==> config.mk <==
export PLATFORM = sky130hd
export DESIGN_NAME = serial_packet_deframer_echo
export DESIGN_NICKNAME = d
export VERILOG_FILES = /design/src/rtl/spde_pkg.sv /design/src/rtl/serial_packet_deframer_echo.sv
export SDC_FILE = /design/constraint.sdc
export NUM_CORES = 1
export LEC_CHECK = 0
export CAP_MARGIN = 30
export CORE_ASPECT_RATIO = 1.25
export CORE_MARGIN = 1.5
export CORE_UTILIZATION = 50
export CTS_BUF_LIST = sky130_fd_sc_hd__clkbuf_8
export DETAILED_ROUTE_END_ITERATION = 12
export DONT_BUFFER_PORTS = 1
export PLACE_DENSITY = 0.65
export SYNTH_ARGS = -nofsm -noshare
export SYNTH_HDL_FRONTEND = slang
export SYNTH_SLANG_ARGS = --single-unit
==> constraint.sdc <==
create_clock -name aclk -period 2.87 [get_ports aclk]
set_input_delay 0.287 -clock aclk [delete_from_list [all_inputs] [get_ports aclk]]
set_output_delay 0.287 -clock aclk [all_outputs]
set_load 0.03 [all_outputs]
==> src/rtl/spde_pkg.sv <==
package spde_pkg;

    // Framing constants
    localparam logic [7:0] START_BYTE    = 8'h00;
    localparam logic [7:0] HEADER_BYTES  = 8'd3;
    localparam logic [7:0] ECHO_TYPE_RST = 8'hFE;

    // Default payload buffer depth (1 to 255)
    localparam int DEPTH_DEFAULT = 64;

endpackage

==> src/rtl/serial_packet_deframer_echo.sv <==
// Receive: one byte beat per cycle; s_tready is high whenever no echo burst is being read.
// Echo: the first byte shows on m_tdata via the state, read and output registers, then 1 byte
// per cycle at full m_tready. The rate is set by the single read port of the payload memory.
// A frame of N payload bytes is N + 3 input bytes, and its echo is N bytes.
// Reset (aresetn low, synchronous): idle, echo type 0xFE, output empty, memory unchanged.
module serial_packet_deframer_echo #(
    parameter int BUFFER_DEPTH = spde_pkg::DEPTH_DEFAULT
) (
    input  logic       aclk,
    input  logic       aresetn,
    // config write channel: echo_type [7:0]
    input  logic       cfg_valid,
    output logic       cfg_ready,
    input  logic [7:0] cfg_data,
    // s_tdata: rx_byte [7:0]
    input  logic       s_tvalid,
    output logic       s_tready,
    input  logic [7:0] s_tdata,
    // m_tdata: tx_byte [7:0]; m_tlast: last_byte
    output logic       m_tvalid,
    input  logic       m_tready,
    output logic [7:0] m_tdata,
    output logic       m_tlast
);
    import spde_pkg::*;

    localparam int AW = (BUFFER_DEPTH > 1) ? $clog2(BUFFER_DEPTH) : 1;
    localparam int LW = $clog2(BUFFER_DEPTH + 1);
    localparam int CW = AW + 1;
    localparam logic [7:0] DEPTH_BYTE = 8'(BUFFER_DEPTH);

    // Frame phases
    localparam logic [1:0] PH_IDLE = 2'd0;
    localparam logic [1:0] PH_TYPE = 2'd1;
    localparam logic [1:0] PH_LEN  = 2'd2;
    localparam logic [1:0] PH_DATA = 2'd3;

    // Block states
    localparam logic ST_RX   = 1'b0;
    localparam logic ST_ECHO = 1'b1;

    logic          st_reg, st_next;
    logic [1:0]    phase_reg, phase_next;
    logic [7:0]    kind_reg, kind_next;
    logic [LW-1:0] len_reg, len_next;
    logic [AW-1:0] wpos_reg, wpos_next;
    logic [AW-1:0] rd_ptr_reg, rd_ptr_next;
    logic [7:0]    echo_type_reg;

    logic          q_valid_reg, q_valid_next;
    logic          q_last_reg;
    logic [7:0]    mem_q;

    logic          m_valid_reg, m_valid_next;
    logic [7:0]    m_data_reg;
    logic          m_last_reg;

    logic [7:0]    mem [BUFFER_DEPTH];

    logic          s_beat;
    logic          wr_en;
    logic          rd_en;
    logic          rd_last;
    logic          out_free;
    logic          q_move;
    logic [7:0]    len_byte;
    logic          len_bad;
    logic          more_data;

    assign cfg_ready = 1'b1;
    assign s_tready  = (st_reg == ST_RX);
    assign s_beat    = s_tvalid && s_tready;

    assign m_tvalid  = m_valid_reg;
    assign m_tdata   = m_data_reg;
    assign m_tlast   = m_last_reg;

    // Length checks: payload length is the length byte minus the header
    assign len_byte  = s_tdata - HEADER_BYTES;
    assign len_bad   = (s_tdata < HEADER_BYTES) || (len_byte > DEPTH_BYTE);
    assign more_data = (CW'(wpos_reg) + CW'(1)) < CW'(len_reg);

    // Echo read sequencing: move the read word to the output, then refill
    assign out_free = !m_valid_reg || m_tready;
    assign q_move   = q_valid_reg && out_free;
    assign rd_en    = (st_reg == ST_ECHO) && (!q_valid_reg || q_move);
    assign rd_last  = (CW'(rd_ptr_reg) + CW'(1)) == CW'(len_reg);
    assign wr_en    = s_beat && (s_tdata != START_BYTE) && (phase_reg == PH_DATA);

    // Frame parser and echo control
    always_comb begin
        st_next      = st_reg;
        phase_next   = phase_reg;
        kind_next    = kind_reg;
        len_next     = len_reg;
        wpos_next    = wpos_reg;
        rd_ptr_next  = rd_ptr_reg;
        q_valid_next = q_valid_reg;
        m_valid_next = m_valid_reg;

        if (s_beat) begin
            if (s_tdata == START_BYTE) begin
                phase_next = PH_TYPE;
            end else begin
                case (phase_reg)
                    PH_TYPE: begin
                        kind_next  = s_tdata;
                        phase_next = PH_LEN;
                    end
                    PH_LEN: begin
                        if (len_bad) begin
                            phase_next = PH_IDLE;
                        end else begin
                            len_next   = len_byte[LW-1:0];
                            wpos_next  = '0;
                            phase_next = (len_byte == 8'd0) ? PH_IDLE : PH_DATA;
                        end
                    end
                    PH_DATA: begin
                        if (more_data) begin
                            wpos_next = wpos_reg + AW'(1);
                        end else begin
                            phase_next = PH_IDLE;
                            if (kind_reg == echo_type_reg) begin
                                st_next     = ST_ECHO;
                                rd_ptr_next = '0;
                            end
                        end
                    end
                    default: begin
                        phase_next = phase_reg;
                    end
                endcase
            end
        end

        // Drain the output register
        if (m_valid_reg && m_tready) begin
            m_valid_next = 1'b0;
        end
        if (q_move) begin
            m_valid_next = 1'b1;
            q_valid_next = 1'b0;
        end

        // Issue the next read of the burst
        if (rd_en) begin
            q_valid_next = 1'b1;
            rd_ptr_next  = rd_ptr_reg + AW'(1);
            if (rd_last) begin
                st_next = ST_RX;
            end
        end
    end

    // Control registers
    always_ff @(posedge aclk) begin
        if (!aresetn) begin
            st_reg        <= ST_RX;
            phase_reg     <= PH_IDLE;
            kind_reg      <= '0;
            len_reg       <= '0;
            wpos_reg      <= '0;
            rd_ptr_reg    <= '0;
            q_valid_reg   <= 1'b0;
            m_valid_reg   <= 1'b0;
            echo_type_reg <= ECHO_TYPE_RST;
        end else begin
            st_reg      <= st_next;
            phase_reg   <= phase_next;
            kind_reg    <= kind_next;
            len_reg     <= len_next;
            wpos_reg    <= wpos_next;
            rd_ptr_reg  <= rd_ptr_next;
            q_valid_reg <= q_valid_next;
            m_valid_reg <= m_valid_next;
            if (cfg_valid && cfg_ready) begin
                echo_type_reg <= cfg_data;
            end
        end
    end

    // Payload memory: one write port, one registered read port
    always_ff @(posedge aclk) begin
        if (wr_en) begin
            mem[wpos_reg] <= s_tdata;
        end
        if (rd_en) begin
            mem_q      <= mem[rd_ptr_reg];
            q_last_reg <= rd_last;
        end
    end

    // Output payload register
    always_ff @(posedge aclk) begin
        if (q_move) begin
            m_data_reg <= mem_q;
            m_last_reg <= q_last_reg;
        end
    end

endmodule
; Word level (Yosys, flattened, before mapping)
; Memories as Yosys holds them, arrays and structs flattened. A register that Yosys moved wholly into a read port is not among the register bits.
; Cells that the tools add are included.
[op_classes]
n_reduce_logical = 26
magnitude_cmp = 3
n_eq_ne = 10
n_bitwise = 3
mux = 27
addsub = 5
mul = 0
shift = 0
n_div = 0
[ops]
columns = operator, count
row1 = $mux W6, 8
row2 = $logic_not A8 Y1, 2
row3 = $add A6 B1 Y7 const B, 2
row4 = $mux W1, 13
row5 = $add A6 B1 Y6 const B, 2
row6 = $pmux W6 S2, 1
row7 = $reduce_bool A2 Y1, 6
row8 = $reduce_and A5 Y1, 2
row9 = $eq A8 B8 Y1, 1
row10 = $gt A8 B7 Y1 const B, 1
row11 = $lt A8 B2 Y1 const B, 1
row12 = $mux W2, 4
row13 = $ne A2 B2 Y1 const B, 4
row14 = $reduce_bool A8 Y1, 1
row15 = $sub A8 B2 Y8 const B, 1
row16 = $eq A7 B7 Y1, 1
row17 = $lt A7 B7 Y1, 1
row18 = $logic_and A1 B1 Y1, 6
row19 = $pmux W2 S3, 1
row20 = $reduce_and A3 Y1, 2
row21 = $eq A2 B2 Y1 const B, 2
row22 = $reduce_and A4 Y1, 1
row23 = $reduce_bool A4 Y1, 1
row24 = $logic_or A1 B1 Y1, 3
row25 = 4 further kinds, 7
[word_totals]
romBits = 0
register_bits = 50
word_cells = 87
latch_bits = 0
mem_count = 1
mem_bits_rw = 512
inputBits = 21
[mem_list]
columns = name, depth, word_bits, read_ports, rd_ports_with_merged_regs, write_ports, line_no
row1 = mem, 64, 8, 1, 1, 1, serial_packet_deframer_echo.sv:58  ; logic [7:0] mem [BUFFER_DEPTH];

; Longest topological paths before layout
[depth]
word_depth = 8
depth_mapped = 11
ltp_nobuf = 10

; Worst setup path after synthesis
; OpenSTA, ideal clock, no wires.
[synth_path]
path_type = register -> register
startpoint = register wpos_reg[0]
endpoint = register wpos_reg[3]
path_slack_ps = 243
t_required_ps = 2812
stages_incl_launch_ff = 11
period_less_slack_ps = 2627
arrival_time_ps = 2569
setup_time_ps = 58
cell_sequence = dfxtp_1 -> ha_1 -> nor2b_1 -> or2_2 -> ha_1 -> a21oi_1 -> o21ai_1 -> a2111oi_2 -> and4b_1 -> a21boi_1 -> a21o_1
[synth_between]
elab_chain_len = 4
elab_cells_between_ends = 7
classes_between = add/sub: 2 / order compare: 1 / eq/ne: 1 / mux: 2 / reduce/logical: 1
[synth_rtl]
columns = element, line_no
row1 = from (decl), serial_packet_deframer_echo.sv:46  ; logic [AW-1:0] wpos_reg, wpos_next;
row2 = from (signal assigned), serial_packet_deframer_echo.sv:173  ; wpos_reg <= wpos_next;
row3 = $add A6 B1 Y7, serial_packet_deframer_echo.sv:81  ; assign more_data = (CW'(wpos_reg) + CW'(1)) < CW'(len_reg);
row4 = $lt A7 B7 Y1, serial_packet_deframer_echo.sv:81
row5 = $ne A2 B2 Y1 (no line), -
row6 = $reduce_and A5 Y1 (no line), -
; Several ways; a longest one is shown, not always the timed one. The select of a mux whose other input is x is not followed.
; A chain may end at the register's enable or synchronous reset.

==> results.tsv <==
stage	metric	value	unit
synth	synth_top_cells_by_count	edfxtp_1, mux4_2, nor2_1, nand2_1, dfxtp_1	
die	die_area	46580	µm²
pwr	leakage	0.008381	µW
synth	synth-seq-cells	570	
critical_path	path_cells	buf_12, mux4_2, a22oi_1, nand3_1, nand2_1, o221ai_1	
global_route	grtUsageTotal	22.59	%
placed_design	hpwl	30460	µm
drt	vias	11880	
layout	fin_area	26150	µm²
synth	syn_area_per_cell	18.90	µm²
synth	muxShareOfSynthArea	13.66	%
drt	wire_per_inst	25.40	µm
layout	syn_to_final_growth	15.45	%
synth	synth_edf_count	530	
drt	avgViaCountPerCell	5.905	
layout	final_cells	2012	
clock_tree	cts_buffers	85	
clock_tree	post_cts_buffers	0	
sta	min_period_over_period	92.76	%
synth	synth_top_flop_cell	edfxtp_1	
die	num_io_pins	33	
layout	final_nets	1401	
flow_run	drv_cap	0	
die	die_w	193.4	µm
synth	synthesis.nets	1232	
clock_tree	root_buffer	clkbuf_8	
critical_path	worst_path_max_delay_cell	dfxtp_4	
placed_design	dpl-instance-area	24110	µm²
synth	ys_types	64	
clock_tree	clock_latency	0.64	ns
critical_path	cp.buffers_inverters	1	
min_path	hold_class	in2reg	
critical_path	end_kind	flip-flop	
placed_design	placed_cells_incl_taps	1832	
synth	synth_most_common_cell	edfxtp_1	
layout	fillerInstances	3332	
synth	synth_top_area_share	70.28	%
sta	drv_slew	0	
status	status	complete, but fails checks	
synth	synth.largest_area_cell	edfxtp_1	
clock_tree	cts.clk_slew.worst_paths	0.07	ns
global_route	grt_overflow	0	
sta	setup_violations	0	
critical_path	cp_top_family	flip-flops	
clock_tree	cts_tree	built	
sta	hold_viol_final	0	
drt	postRouteAntennaNets	0	
layout	largest_register_ffs	512	
drt	dr.pass1.iters	9	
synth	syn_area	22650	µm²
die	start_util	50.37	%
synth	synth-xor-area-share	0.8509	%
critical_path	critPathKind	reg2reg	
synth	synthAdderAreaFrac	0.7183	%
critical_path	cp-start-kind	flip-flop	
die	core_area	44960	µm²
global_route	grt_pass1_wl	77190	µm
critical_path	cp_max_fo	45	
synth	ys_warn_count	0	
sta	worst_pin_slew	0.7928	ns
clock_tree	htreeDepth	3	
synth	async_flop_share	0	%
global_route	grt_max_degree	71	
clock_tree	clockBufferDepth	3	
global_route	antenna_found_initial	1	
drt	drt-initial-drc-count	1023	
sta	maxSlewHeadroom	47.04	%
sta	min_period	2.662	ns
sta	rsz0062_at_grt	no	
layout	final_layout_size_suffix_gt1_share	28.05	%
status	failed_checks	design-rule violations	
synth	synth_compound_area_share	4.730	%
sta	fmaxAchievable	375.6	MHz
synth	syn_inst	1198	
pwr	cellPowerDensity	602.6	nW/µm²
synth	yosys-top-cells-area	edfxtp_1, mux4_2, dfxtp_1	
layout	top_register	mem	
critical_path	slowest_delay	0.65	ns
synth	synth_seq_area_share	73.82	%
synth	synth_top_family_by_area	multiplexers	
placed_design	globalplace.congestion	0.8239	
placed_design	numPortBuffers	0	
pwr	peakVddDrop	267.1	µV
drt	drc_errors	3	
clock_tree	cts_sinks	570	
die	std_cell_rows	87	
critical_path	required	3.23	ns
sta	clock_skew	0.02164	ns
die	die_h	240.9	µm
sta	whs	0.03848	ns
synth	synth_simple_gate_area_share	4.575	%
drt	drt-total-wl	51100	µm
sta	tns	0	ns
global_route	grt_pass1_vias	12360	
critical_path	crit_arrival	3.02	ns
[cell families after synthesis]
group	Yosys count
flops	570
simple gates	218
mux	149
compound gates	139
buf+inv	86
xor+xnor	22
fa+ha+maj	13
other cells	1
[worst register-to-register path, cell delays in order (launching register included)]
cell and delay (ns):
dfxtp_4 0.65, buf_12 0.37, mux4_2 0.65, a22oi_1 0.22, nand3_1 0.22, nand2_1 0.15, o221ai_1 0.13
[final cells by class]
type	count	area (µm²)	area share, %
diodes	1	2.502	0.009571
flip-flops and latches	570	16720	63.97
well taps	578	723.2	2.766
repair buffers	151	1439	5.503
clock inverters	62	372.9	1.426
multi-input cells	542	5567	21.29
clock buffers	91	1252	4.790
inverters	17	63.81	0.2441
[path summary, 6_finish.rpt]
kind                                   end  slack [ns]     startpoint  cells after the start
worst max-delay path              mem_q[6]        0.21  rd_ptr_reg[0]                      6
worst min-delay path            mem[18][0]        0.04     s_tdata[0]                      1
worst max register to register    mem_q[6]        0.21  rd_ptr_reg[0]                      6
worst min register to register  m_tdata[5]        0.41       mem_q[5]                      0
[through the flow]
stage	power (µW)	setup WS, ns	util [%]
after CTS	15900	0.1782	58.14
after detailed placement	9416	0.2113	53.64
after global placement	9414	0.2214	53.64
after global routing	16270	0.02057	58.16
final	15760	0.2078	58.16
after floorplan	9405	0.2433	-
[per-layer routing]
layer	GRT usage [%]	up-vias	routed length, µm	share of wire, %
met4	9.282	0	1479	2.9
li1	-	5206	-	-
met2	38.36	432	26060	51
met3	3.605	83	3264	6.4
met1	29.45	6160	20290	40
met5	0	-	0	0
[placed cells by master, fill, tap and decap left out, types with 20 or more instances in the layout]
cell,count
a21oi_1,30
buf_4,117
clkbuf_8,91
dfxtp_1,37
edfxtp_1,530
inv_1,46
mux2i_1,20
mux4_2,128
nand2_1,51
nand3_1,25
nor2_1,88
xnor2_1,20
[power by group]
| group | internal (µW) | switching (µW) | total, µW |
|---|---|---|---|
| logic | 118 | 221 | 339 |
| clock network | 3290 | 3030 | 6320 |
| registers | 9080 | 17.0 | 9100 |
[timing repair]
action	in CTS	in global routing
endpoints found under the setup margin	0	3
resized for setup	0	2
hold buffers	26	0
hold endpoints to repair	543	0
(Power assumes the default switching activity.)
